--- src/rtl/pdm_pkg.sv ---
// Shared constants and types of the PWM period and duty meter.
package pdm_pkg;

	localparam int COUNT_WIDTH_DEF = 32;
	localparam int QUEUE_DEPTH_DEF = 4;
	localparam int RATE_WIDTH = 27;
	localparam int HIGH_W = 32;
	localparam int PERIOD_W = 33;
	localparam int DUTY_W = 7;
	localparam int FREQ_W = 26;
	localparam int DUTY_SCALE = 100;
	localparam logic [RATE_WIDTH-1:0] TICK_RATE_RESET = 27'd8000000;

	typedef struct packed {
		logic full;
		logic empty;
	} pdm_qstat_t;

endpackage

--- src/rtl/pdm_front.sv ---
// Front end: edge detection and phase counting, pushes each finished period.
module pdm_front #(
	parameter int COUNT_WIDTH = pdm_pkg::COUNT_WIDTH_DEF
) (
	input  logic                       clk,
	input  logic                       arst_n,
	input  logic                       in_valid,
	output logic                       in_stall,
	input  logic                       signal_level,
	input  pdm_pkg::pdm_qstat_t        qstat,
	output logic                       push,
	output logic [2*COUNT_WIDTH-1:0]   push_data
);
	import pdm_pkg::*;

	logic                   accept;
	logic                   rise;
	logic                   fall;
	logic                   prev_level_q;
	logic                   armed_q;
	logic                   in_high_q;
	logic [COUNT_WIDTH-1:0] count_q;
	logic [COUNT_WIDTH-1:0] held_q;
	logic [COUNT_WIDTH-1:0] count_inc;

	assign in_stall  = qstat.full;
	assign accept    = in_valid && !qstat.full;
	assign rise      = signal_level && !prev_level_q;
	assign fall      = !signal_level && prev_level_q;
	assign count_inc = (count_q == {COUNT_WIDTH{1'b1}}) ? count_q : count_q + COUNT_WIDTH'(1);
	assign push      = accept && armed_q && !in_high_q && rise;
	assign push_data = {held_q, count_q};

	always_ff @(posedge clk or negedge arst_n) begin
		if (!arst_n) begin
			prev_level_q <= 1'b0;
			armed_q      <= 1'b0;
			in_high_q    <= 1'b0;
			count_q      <= '0;
			held_q       <= '0;
		end else if (accept) begin
			prev_level_q <= signal_level;
			if (!armed_q) begin
				if (rise) begin
					armed_q   <= 1'b1;
					in_high_q <= 1'b1;
					count_q   <= COUNT_WIDTH'(1);
				end
			end else if (in_high_q) begin
				if (fall) begin
					held_q    <= count_q;
					in_high_q <= 1'b0;
					count_q   <= COUNT_WIDTH'(1);
				end else begin
					count_q <= count_inc;
				end
			end else begin
				if (rise) begin
					in_high_q <= 1'b1;
					count_q   <= COUNT_WIDTH'(1);
				end else begin
					count_q <= count_inc;
				end
			end
		end
	end

endmodule

--- src/rtl/pdm_fifo.sv ---
// Short queue of finished periods between the front and the back end.
module pdm_fifo #(
	parameter int WIDTH = 2 * pdm_pkg::COUNT_WIDTH_DEF,
	parameter int DEPTH = pdm_pkg::QUEUE_DEPTH_DEF
) (
	input  logic                clk,
	input  logic                arst_n,
	input  logic                push,
	input  logic [WIDTH-1:0]    push_data,
	input  logic                pop,
	output logic [WIDTH-1:0]    head_data,
	output pdm_pkg::pdm_qstat_t qstat
);
	import pdm_pkg::*;

	localparam int PW = $clog2(DEPTH);
	localparam int CW = $clog2(DEPTH + 1);

	logic [WIDTH-1:0] mem_q [DEPTH];
	logic [PW-1:0]    wr_ptr_q;
	logic [PW-1:0]    rd_ptr_q;
	logic [CW-1:0]    fill_q;

	assign head_data   = mem_q[rd_ptr_q];
	assign qstat.full  = (fill_q == CW'(DEPTH));
	assign qstat.empty = (fill_q == '0);

	always_ff @(posedge clk) begin
		if (push) begin
			mem_q[wr_ptr_q] <= push_data;
		end
	end

	always_ff @(posedge clk or negedge arst_n) begin
		if (!arst_n) begin
			wr_ptr_q <= '0;
			rd_ptr_q <= '0;
			fill_q   <= '0;
		end else begin
			if (push) begin
				wr_ptr_q <= (wr_ptr_q == PW'(DEPTH - 1)) ? '0 : wr_ptr_q + PW'(1);
			end
			if (pop) begin
				rd_ptr_q <= (rd_ptr_q == PW'(DEPTH - 1)) ? '0 : rd_ptr_q + PW'(1);
			end
			if (push && !pop) begin
				fill_q <= fill_q + CW'(1);
			end else if (pop && !push) begin
				fill_q <= fill_q - CW'(1);
			end
		end
	end

endmodule

--- src/rtl/pdm_div.sv ---
// Restoring divider that retires one quotient bit per cycle.
module pdm_div #(
	parameter int DW = 34,
	parameter int VW = 33
) (
	input  logic          clk,
	input  logic          arst_n,
	input  logic          start,
	input  logic [DW-1:0] dividend,
	input  logic [VW-1:0] divisor,
	output logic          busy,
	output logic [DW-1:0] quotient
);
	import pdm_pkg::*;

	localparam int NW = $clog2(DW + 1);

	logic [DW-1:0] quo_q;
	logic [VW-1:0] rem_q;
	logic [VW-1:0] dsr_q;
	logic [NW-1:0] left_q;
	logic [VW:0]   rem_sh;
	logic [VW+1:0] diff;
	logic          ge;

	assign rem_sh   = {rem_q, quo_q[DW-1]};
	assign diff     = {1'b0, rem_sh} - {2'b00, dsr_q};
	assign ge       = !diff[VW+1];
	assign busy     = (left_q != '0);
	assign quotient = quo_q;

	always_ff @(posedge clk) begin
		if (start) begin
			quo_q <= dividend;
			rem_q <= '0;
			dsr_q <= divisor;
		end else if (busy) begin
			quo_q <= {quo_q[DW-2:0], ge};
			rem_q <= ge ? diff[VW-1:0] : rem_sh[VW-1:0];
		end
	end

	always_ff @(posedge clk or negedge arst_n) begin
		if (!arst_n) begin
			left_q <= '0;
		end else if (start) begin
			left_q <= NW'(DW);
		end else if (busy) begin
			left_q <= left_q - NW'(1);
		end
	end

endmodule

--- src/rtl/pdm_back.sv ---
// Back end: period sum, duty and frequency divisions and the result register.
module pdm_back #(
	parameter int COUNT_WIDTH = pdm_pkg::COUNT_WIDTH_DEF
) (
	input  logic                              clk,
	input  logic                              arst_n,
	input  logic [pdm_pkg::RATE_WIDTH-1:0]    tick_rate,
	input  pdm_pkg::pdm_qstat_t               qstat,
	output logic                              pop,
	input  logic [2*COUNT_WIDTH-1:0]          head_data,
	output logic                              out_valid,
	input  logic                              out_stall,
	output logic [pdm_pkg::HIGH_W-1:0]        high_ticks,
	output logic [pdm_pkg::HIGH_W-1:0]        low_ticks,
	output logic [pdm_pkg::PERIOD_W-1:0]      period_ticks,
	output logic [pdm_pkg::DUTY_W-1:0]        duty_percent,
	output logic [pdm_pkg::FREQ_W-1:0]        frequency_hz
);
	import pdm_pkg::*;

	localparam int PDW = COUNT_WIDTH + 1;
	localparam int DDW = COUNT_WIDTH + DUTY_W;

	typedef enum logic {
		ST_IDLE,
		ST_RUN
	} state_t;

	state_t                    state_q;
	logic                      out_valid_q;
	logic [COUNT_WIDTH-1:0]    hi_q;
	logic [COUNT_WIDTH-1:0]    lo_q;
	logic [PDW-1:0]            period_q;
	logic [COUNT_WIDTH-1:0]    head_hi;
	logic [COUNT_WIDTH-1:0]    head_lo;
	logic [PDW-1:0]            head_period;
	logic [DDW-1:0]            duty_dividend;
	logic                      duty_busy;
	logic                      freq_busy;
	logic [DDW-1:0]            duty_quo;
	logic [RATE_WIDTH-1:0]     freq_quo;
	logic                      finish;
	logic [COUNT_WIDTH+HIGH_W-1:0]  hi_ext;
	logic [COUNT_WIDTH+HIGH_W-1:0]  lo_ext;
	logic [PDW+PERIOD_W-1:0]        period_ext;

	assign head_hi       = head_data[2*COUNT_WIDTH-1:COUNT_WIDTH];
	assign head_lo       = head_data[COUNT_WIDTH-1:0];
	assign head_period   = {1'b0, head_hi} + {1'b0, head_lo};
	assign duty_dividend = {{DUTY_W{1'b0}}, head_hi} * DDW'(DUTY_SCALE);
	assign pop           = (state_q == ST_IDLE) && !qstat.empty;
	assign finish        = (state_q == ST_RUN) && !duty_busy && !freq_busy
		&& (!out_valid_q || !out_stall);
	assign hi_ext        = {{HIGH_W{1'b0}}, hi_q};
	assign lo_ext        = {{HIGH_W{1'b0}}, lo_q};
	assign period_ext    = {{PERIOD_W{1'b0}}, period_q};
	assign out_valid     = out_valid_q;

	pdm_div #(
		.DW(DDW),
		.VW(PDW)
	) u_duty_div (
		.clk      (clk),
		.arst_n   (arst_n),
		.start    (pop),
		.dividend (duty_dividend),
		.divisor  (head_period),
		.busy     (duty_busy),
		.quotient (duty_quo)
	);

	pdm_div #(
		.DW(RATE_WIDTH),
		.VW(PDW)
	) u_freq_div (
		.clk      (clk),
		.arst_n   (arst_n),
		.start    (pop),
		.dividend (tick_rate),
		.divisor  (head_period),
		.busy     (freq_busy),
		.quotient (freq_quo)
	);

	always_ff @(posedge clk or negedge arst_n) begin
		if (!arst_n) begin
			state_q      <= ST_IDLE;
			out_valid_q  <= 1'b0;
			hi_q         <= '0;
			lo_q         <= '0;
			period_q     <= '0;
			high_ticks   <= '0;
			low_ticks    <= '0;
			period_ticks <= '0;
			duty_percent <= '0;
			frequency_hz <= '0;
		end else begin
			unique case (state_q)
				ST_IDLE: begin
					if (pop) begin
						state_q <= ST_RUN;
					end
				end
				ST_RUN: begin
					if (finish) begin
						state_q <= ST_IDLE;
					end
				end
			endcase
			if (pop) begin
				hi_q     <= head_hi;
				lo_q     <= head_lo;
				period_q <= head_period;
			end
			if (finish) begin
				out_valid_q  <= 1'b1;
				high_ticks   <= hi_ext[HIGH_W-1:0];
				low_ticks    <= lo_ext[HIGH_W-1:0];
				period_ticks <= period_ext[PERIOD_W-1:0];
				duty_percent <= duty_quo[DUTY_W-1:0];
				frequency_hz <= freq_quo[RATE_WIDTH-1] ? {FREQ_W{1'b1}}
					: freq_quo[FREQ_W-1:0];
			end else if (out_valid_q && !out_stall) begin
				out_valid_q <= 1'b0;
			end
		end
	end

endmodule

--- src/rtl/pwm_period_duty_meter.sv ---
// Top level of the PWM period and duty meter: configuration register and the three parts.
// One sample is taken per cycle while the period queue has room.
// A closed period goes through the queue, the bit-serial dividers and the result register;
// the back end takes no new period before it has finished the last one.
// Asynchronous active-low reset clears the control state and sets the tick rate to 8000000.
module pwm_period_duty_meter #(
	parameter int COUNT_WIDTH = pdm_pkg::COUNT_WIDTH_DEF,
	parameter int QUEUE_DEPTH = pdm_pkg::QUEUE_DEPTH_DEF
) (
	input  logic                            clk,
	input  logic                            arst_n,
	input  logic                            cfg_valid,
	output logic                            cfg_ready,
	input  logic [pdm_pkg::RATE_WIDTH-1:0]  tick_rate_hz,
	input  logic                            in_valid,
	output logic                            in_stall,
	input  logic                            signal_level,
	output logic                            out_valid,
	input  logic                            out_stall,
	output logic [pdm_pkg::HIGH_W-1:0]      high_ticks,
	output logic [pdm_pkg::HIGH_W-1:0]      low_ticks,
	output logic [pdm_pkg::PERIOD_W-1:0]    period_ticks,
	output logic [pdm_pkg::DUTY_W-1:0]      duty_percent,
	output logic [pdm_pkg::FREQ_W-1:0]      frequency_hz
);
	import pdm_pkg::*;

	logic [RATE_WIDTH-1:0]    tick_rate_q;
	pdm_qstat_t               qstat;
	logic                     push;
	logic                     pop;
	logic [2*COUNT_WIDTH-1:0] push_data;
	logic [2*COUNT_WIDTH-1:0] head_data;

	assign cfg_ready = 1'b1;

	always_ff @(posedge clk or negedge arst_n) begin
		if (!arst_n) begin
			tick_rate_q <= TICK_RATE_RESET;
		end else if (cfg_valid) begin
			tick_rate_q <= tick_rate_hz;
		end
	end

	pdm_front #(
		.COUNT_WIDTH(COUNT_WIDTH)
	) u_front (
		.clk          (clk),
		.arst_n       (arst_n),
		.in_valid     (in_valid),
		.in_stall     (in_stall),
		.signal_level (signal_level),
		.qstat        (qstat),
		.push         (push),
		.push_data    (push_data)
	);

	pdm_fifo #(
		.WIDTH(2 * COUNT_WIDTH),
		.DEPTH(QUEUE_DEPTH)
	) u_fifo (
		.clk       (clk),
		.arst_n    (arst_n),
		.push      (push),
		.push_data (push_data),
		.pop       (pop),
		.head_data (head_data),
		.qstat     (qstat)
	);

	pdm_back #(
		.COUNT_WIDTH(COUNT_WIDTH)
	) u_back (
		.clk          (clk),
		.arst_n       (arst_n),
		.tick_rate    (tick_rate_q),
		.qstat        (qstat),
		.pop          (pop),
		.head_data    (head_data),
		.out_valid    (out_valid),
		.out_stall    (out_stall),
		.high_ticks   (high_ticks),
		.low_ticks    (low_ticks),
		.period_ticks (period_ticks),
		.duty_percent (duty_percent),
		.frequency_hz (frequency_hz)
	);

endmodule

--- config.mk ---
export PLATFORM = sky130hd
export DESIGN_NAME = pwm_period_duty_meter
export DESIGN_NICKNAME = d
export VERILOG_FILES = /design/src/rtl/pdm_pkg.sv /design/src/rtl/pdm_front.sv /design/src/rtl/pdm_fifo.sv /design/src/rtl/pdm_div.sv /design/src/rtl/pdm_back.sv /design/src/rtl/pwm_period_duty_meter.sv
export SDC_FILE = /design/constraint.sdc
export NUM_CORES = 1
export LEC_CHECK = 0
export BUFFER_PORTS_ARGS = -buffer_cell sky130_fd_sc_hd__clkbuf_2
export CAP_MARGIN = 20
export CORE_MARGIN = 5
export CORE_UTILIZATION = 40
export CTS_BUF_LIST = sky130_fd_sc_hd__clkbuf_2 sky130_fd_sc_hd__clkbuf_4 sky130_fd_sc_hd__clkbuf_8
export DETAILED_ROUTE_END_ITERATION = 6
export PLACE_DENSITY = 0.65
export SLEW_MARGIN = 20
export SYNTH_ARGS = -nofsm -noshare
export SYNTH_HDL_FRONTEND = slang
export SYNTH_SLANG_ARGS = --single-unit
--- constraint.sdc ---
create_clock -name clk -period 7.5 [get_ports clk]
set_input_delay 1.875 -clock clk [delete_from_list [all_inputs] [get_ports clk]]
set_output_delay 1.875 -clock clk [all_outputs]
set_load 0.005 [all_outputs]
# ---- After elaboration in Yosys (flattened, before gate mapping)
# Memories as Yosys holds them, arrays and structs flattened.
# Index checks and enable logic that the tools add are counted.
dict set report totals {
  memories 1
  elab_cells 115
  in_bits 33
  regBits 506
  mem_bits_rw 256
  output_inout_bits 133
}
dict set report op_classes {
  n_mux 34
  reduce_logical 37
  n_eq_ne 4
  mul 1
  bitwise 1
  addsub 10
}
# memory words word_bits read_ports rd_ports_with_merged_regs write_ports line
set mem_list {}
lappend mem_list {u_fifo.mem_q 4 64 1 0 1 pdm_fifo.sv:19} ;# logic [WIDTH-1:0] mem_q [DEPTH];
# op count
set op_table {}
lappend op_table {{$mux 32} 6}
lappend op_table {{$mux 39} 2}
lappend op_table {{$sub 34x33->35} 2}
lappend op_table {{$mux 33} 2}
lappend op_table {{$mux 27} 2}
lappend op_table {{$mul 32x5->37 const B} 1}
lappend op_table {{$add 32x32->33} 1}
lappend op_table {{$add 32x1->32 const B} 1}
lappend op_table {{$eq 32x32->1 const B} 1}
lappend op_table {{$mux 26} 1}
lappend op_table {{$logic_and 1x1->1} 13}
lappend op_table {{$logic_not 1->1} 13}
lappend op_table {{$mux 1} 12}
lappend op_table {{$mux 6} 2}
lappend op_table {{$mux 5} 2}
lappend op_table {{$reduce_bool 2->1} 5}
lappend op_table {{$mux 3} 2}
lappend op_table {{$reduce_bool 6->1} 1}
lappend op_table {{$sub 6x1->6 const B} 1}
lappend op_table {{$reduce_bool 5->1} 1}
lappend op_table {{$sub 5x1->5 const B} 1}
lappend op_table {{$add 2x1->2 const B} 2}
lappend op_table {{$eq 2x2->1 const B} 2}
lappend op_table {{$mux 2} 2}
lappend op_table {{9 further kinds} 9}

# ---- Longest topological paths before layout
dict set report logic_depth {
  depth_word 10
  mapped_depth 19
  mapped_depth_nobuf 17
}

# ---- Modules after synthesis
# From an unflattened synthesis, not the netlist that was laid out.
dict set report unflattened {
  cells_unflattened 3309
  hier_area_um2 39606.7
}
# module area_each_um2 n_inst seq_area_each_um2 cells_per_inst
set by_module_without_submodules {}
lappend by_module_without_submodules {pdm_back 13533.0 1 5730.5 1373}
lappend by_module_without_submodules {pdm_fifo 9645.5 1 7862.5 371}
lappend by_module_without_submodules {{pdm_div (u_back.u_duty_div)} 6213.5 1 2972.9 609}
lappend by_module_without_submodules {{pdm_div (u_back.u_freq_div)} 5764.3 1 2587.5 588}
lappend by_module_without_submodules {pdm_front 3324.4 1 1676.6 309}
lappend by_module_without_submodules {pwm_period_duty_meter 1126.1 1 684.4 59}

# ---- Worst setup path after synthesis
# OpenSTA, ideal clock, no wires.
dict set report synth_timing {
  path_kind {flip-flop to flip-flop}
  startpoint {register u_fifo.rd_ptr_q[0]}
  endpoint {register u_back.u_duty_div.quo_q[36] (netlist: u_back.u_duty_div.quotient[36]), data pin}
  arrival_ns 5.229
  required_ns 7.231
  n_path_buf 2
  path_slack_ns 2.002
  stages_incl_launch_ff 20
  setup_ns 0.269
  period_less_slack_ns 5.498
  path_cell_list {dfrtp_1 > buf_1 > buf_1 > mux4_2 > ha_1 > ha_1 > inv_1 > fa_1 > inv_1 > ha_1 > a21o_1 > a21o_1 > a21oi_1 > o21ai_1 > o211ai_1 > a21boi_1 > o31a_1 > o41ai_1 > xor2_1 > o21ai_0}
}
dict set report synth_between {
  elab_chain_cells 3
}
# element line
set synth_lines {}
lappend synth_lines {{start, declared} pdm_fifo.sv:21} ;# logic [PW-1:0] rd_ptr_q;
lappend synth_lines {{start signal, assigned} pdm_fifo.sv:44} ;# rd_ptr_q <= (rd_ptr_q == PW'(DEPTH - 1)) ? '0 : rd_ptr_q + PW'(1);
lappend synth_lines {{$mem_v2 4x64} --}
lappend synth_lines {{via head_data[40]} pwm_period_duty_meter.sv:33} ;# logic [2*COUNT_WIDTH-1:0] head_data;
lappend synth_lines {{$mul 32x5->37} pdm_back.sv:50} ;# assign duty_dividend = {{DUTY_W{1'b0}}, head_hi} * DDW'(DUTY_SCALE);
lappend synth_lines {{$mux 39} pdm_div.sv:33} ;# if (start) begin
lappend synth_lines {{end signal, assigned} pdm_div.sv:34} ;# quo_q <= dividend;
lappend synth_lines {{end signal, assigned} pdm_div.sv:38} ;# quo_q <= {quo_q[DW-2:0], ge};
lappend synth_lines {{end, declared} pdm_div.sv:18} ;# logic [DW-1:0] quo_q;
# The timed path passes the listed nets, and every way through them passes these cells.
# A chain may end at the register's enable or synchronous reset.

# ---- Final worst setup path
# Ends and elaborated chain as after synthesis.

==> summary.md <==
| Metric | Value |
|---|---|
| Die Area | 0.0995 sq mm |
| CTS buffer count | 130 |
| Post-Syn Nets | 3477 |
| Area added between synthesis and finish | 13.1% |
| TritonRoute pass-1 iters | 6 |
| Initial drt markers | 1776 |
| Row cnt | 112 |
| Max-Cap Viols | 0 |
| # IOs | 166 |
| DRC | 0 |
| Distinct cell type count after synthesis | 77 |
| CP Class | flop to flop |
| Mapped Cells | 3205 |
| Status | completed |
| Layout fillers | 8441 |
| Die height | 315 um |
| Global route overflow | 0 |
| CTS Root Cell | clkbuf_8 |
| # resized after CTS | 0 |
| #FFs+latches synth | 762 |
| CTS tree | built |
| Initial antenna violation count | 5 |
| Setup Viol. Count Final | 0 |
| CTS max path bufs | 3 |
| Avg WL per Cell | 17.9 um |
| Die width | 315 um |
| Critical path launch point type | flop |
| Final hold vios | 0 |
| Post-synth top flop | edfxtp_1 |
| Vias in the first global route | 24500 |
| Async S/R FF share, synth | 0.448 |
| Final Critical Period | 5.61 ns |
| Post-synth EDFFs | 353 |
| Syn Area/Cell | 11.6 sq um |
| Clock Pin Slew Worst Setup and Hold Paths | 0.06 ns |
| Slew Limit Fails | 0 |
| Post-route setup TNS | 0 ns |
| RSZ-0062 raised after global routing | no |
| Worst-Skew Late Latency | 0.79 ns |
| Crit path required time | 8.00 ns |
| WP data arrival | 6.11 ns |
| Input/output buffers | 164 |
| Clock sinks | 762 |
| HPWL after detailed placement | 59300 um |
| Seq/Total Area, Yosys | 0.549 |
| Commonest non-fill, non-tap cell in the layout | nand2_1 |
| All-Layer GR Usage | 0.171 |
| Nets | 3678 |
| First-pass GRT wire length | 136000 um |
| Worst-Margin Slew | 1.13 ns |
| Initial Utilization | 0.402 |
| GPL Wtd Cong | 0.883 |
| Commonest non-fill, non-tap cells in the layout | nand2_1 (477), edfxtp_1 (353), dfrtp_1 (332) |
| Critical Path End Type | flop |
| Final period utilization | 0.747 |
| Vias per std cell | 5.17 |
| Setup repair bufs after CTS | 0 |
| Core area | 0.0929 sq mm |
| Achievable clock frequency | 178 MHz |
| Pin count of the biggest net entering global routing | 158 |
| Hold-fix buffers, CTS | 0 |
| YS warnings | 0 |
| Worst Clk Skew | 0.0453 ns |
| Worst Path Max Fanout | 41 |
| Rel. slew slack | 0.235 |
| Via count | 24600 |
| H-tree level count | 4 |
| Total wire length | 85400 um |
| Synthesized cell area | 0.0373 sq mm |
| ANT nets after route | 0 |
| Layout cell share with drive strength beyond 1 | 0.199 |
| Hold Crit Class | flop to flop |
[path summary, 6_finish.rpt]
kind                                                           from                                        to  slack [ns]  cells after the start
min reg2reg                u_back.u_duty_div.rem_q[23]$_SDFFE_PP0N_  u_back.u_duty_div.rem_q[23]$_SDFFE_PP0N_        0.47                      2
max                                  u_fifo.rd_ptr_q[0]$_DFFE_PN0P_  u_back.u_duty_div.quotient[36]$_DFFE_PP_        1.89                     15
min                        u_back.u_duty_div.rem_q[23]$_SDFFE_PP0N_  u_back.u_duty_div.rem_q[23]$_SDFFE_PP0N_        0.47                      2
min in group asynchronous                                    arst_n               tick_rate_q[10]$_DFFE_PN0P_        1.09                      1
max in group asynchronous                                    arst_n                u_back.hi_q[0]$_DFFE_PN0P_        4.89                      2
max reg2reg                          u_fifo.rd_ptr_q[0]$_DFFE_PN0P_  u_back.u_duty_div.quotient[36]$_DFFE_PP_        1.89                     15
[sequential cells by signal, summed over array words and instances (netlist names), 5 cells and up]
signal,flops
tick_rate_q,27
u_back.duty_percent,7
u_back.frequency_hz,26
u_back.hi_q,32
u_back.high_ticks,32
u_back.lo_q,32
u_back.low_ticks,32
u_back.period_q,33
u_back.period_ticks,33
u_back.u_duty_div.dsr_q,33
u_back.u_duty_div.left_q,6
u_back.u_duty_div.quotient,39
u_back.u_duty_div.rem_q,33
u_back.u_freq_div.left_q,5
u_back.u_freq_div.quotient,27
u_back.u_freq_div.rem_q,33
u_fifo.mem_q,256
u_front.count_q,32
u_front.held_q,32
[per-stage QoR]
stage / utilization / hold WS (ns) / cells / setup WS, ns / cell area [sq um]
detailed placement: 0.425 / 0.460 / 4528 / 1.83 / 39500
global route: 0.454 / 0.487 / 4760 / 1.49 / 42200
floorplan: - / 0.440 / 3205 / 2.00 / 37300
CTS: 0.454 / 0.474 / 4759 / 1.82 / 42200
finish: 0.454 / 0.472 / 4760 / 1.89 / 42200
global placement: 0.425 / 0.457 / 4528 / 1.84 / 39500
[worst max-delay path, stage by stage (launching register included)]
cell and delay, ns:
dfrtp_4 0.97, mux4_2 0.68, ha_1 0.33, ha_1 0.32, fa_1 0.47, ha_1 0.35, a21oi_1 0.22, o21ai_0 0.12
a21oi_1 0.26, o21ai_1 0.22, o211ai_1 0.35, a21boi_1 0.14, o31a_1 0.34, o41ai_1 0.32, xor2_1 0.17, o21ai_0 0.08
[cell type report]
cell class,count,area [sq um],area share
Clock inverter,23,173,0.00409
Tap cell,1254,1570,0.0372
Clock buffer,208,2520,0.0597
Sequential cell,762,20500,0.486
Timing Repair Buffer,193,1060,0.0251
Inverter,208,786,0.0186
Multi-Input combinational cell,2111,15600,0.369
Antenna cell,1,2.50,0.0000593
[metal layers]
metal	routed length (um)	vias to the layer above	GRT usage
li1	-	11800	-
met1	38800	12200	0.232
met2	41000	469	0.281
met3	3620	134	0.0292
met4	2030	0	0.0567
met5	0	-	0
[cells in the mapped netlist (19+ instances only)]
library cell / instances / area share
a21oi_1: 165 / 0.022
a31oi_1: 39 / 0.0065
inv_1: 207 / 0.021
dfxtp_1: 68 / 0.036
nor2b_1: 25 / 0.0042
xor2_1: 69 / 0.016
dfrtp_1: 334 / 0.22
o21ai_1: 22 / 0.0030
mux4_2: 64 / 0.039
edfxtp_1: 353 / 0.28
ha_1: 208 / 0.070
mux2_2: 178 / 0.054
mux2i_1: 19 / 0.0051
nand4_1: 21 / 0.0035
a21o_1: 57 / 0.011
fa_1: 31 / 0.017
nand2_1: 477 / 0.048
o21ai_0: 152 / 0.020
xnor2_1: 66 / 0.015
nand3_1: 41 / 0.0055
nor2_1: 186 / 0.019
and3_1: 26 / 0.0044
o21bai_1: 19 / 0.0038
nor3_1: 27 / 0.0036
clkbuf_1: 93 / 0.0094
a211oi_1: 30 / 0.0060
[cell families after synthesis]
kind of cell    count (synthesis)  synth area share
compound gates                590            0.0982
other cells                     1          0.000100
xor+xnor                      135            0.0317
buf+inv                       332            0.0344
simple gates                  885             0.103
flops                         762             0.549
mux                           261            0.0974
fa+ha+maj                     239            0.0864
Power is left out: the tool's default activity adds up to more than one toggle a clock period on the data nets, which glitch-free logic cannot reach.
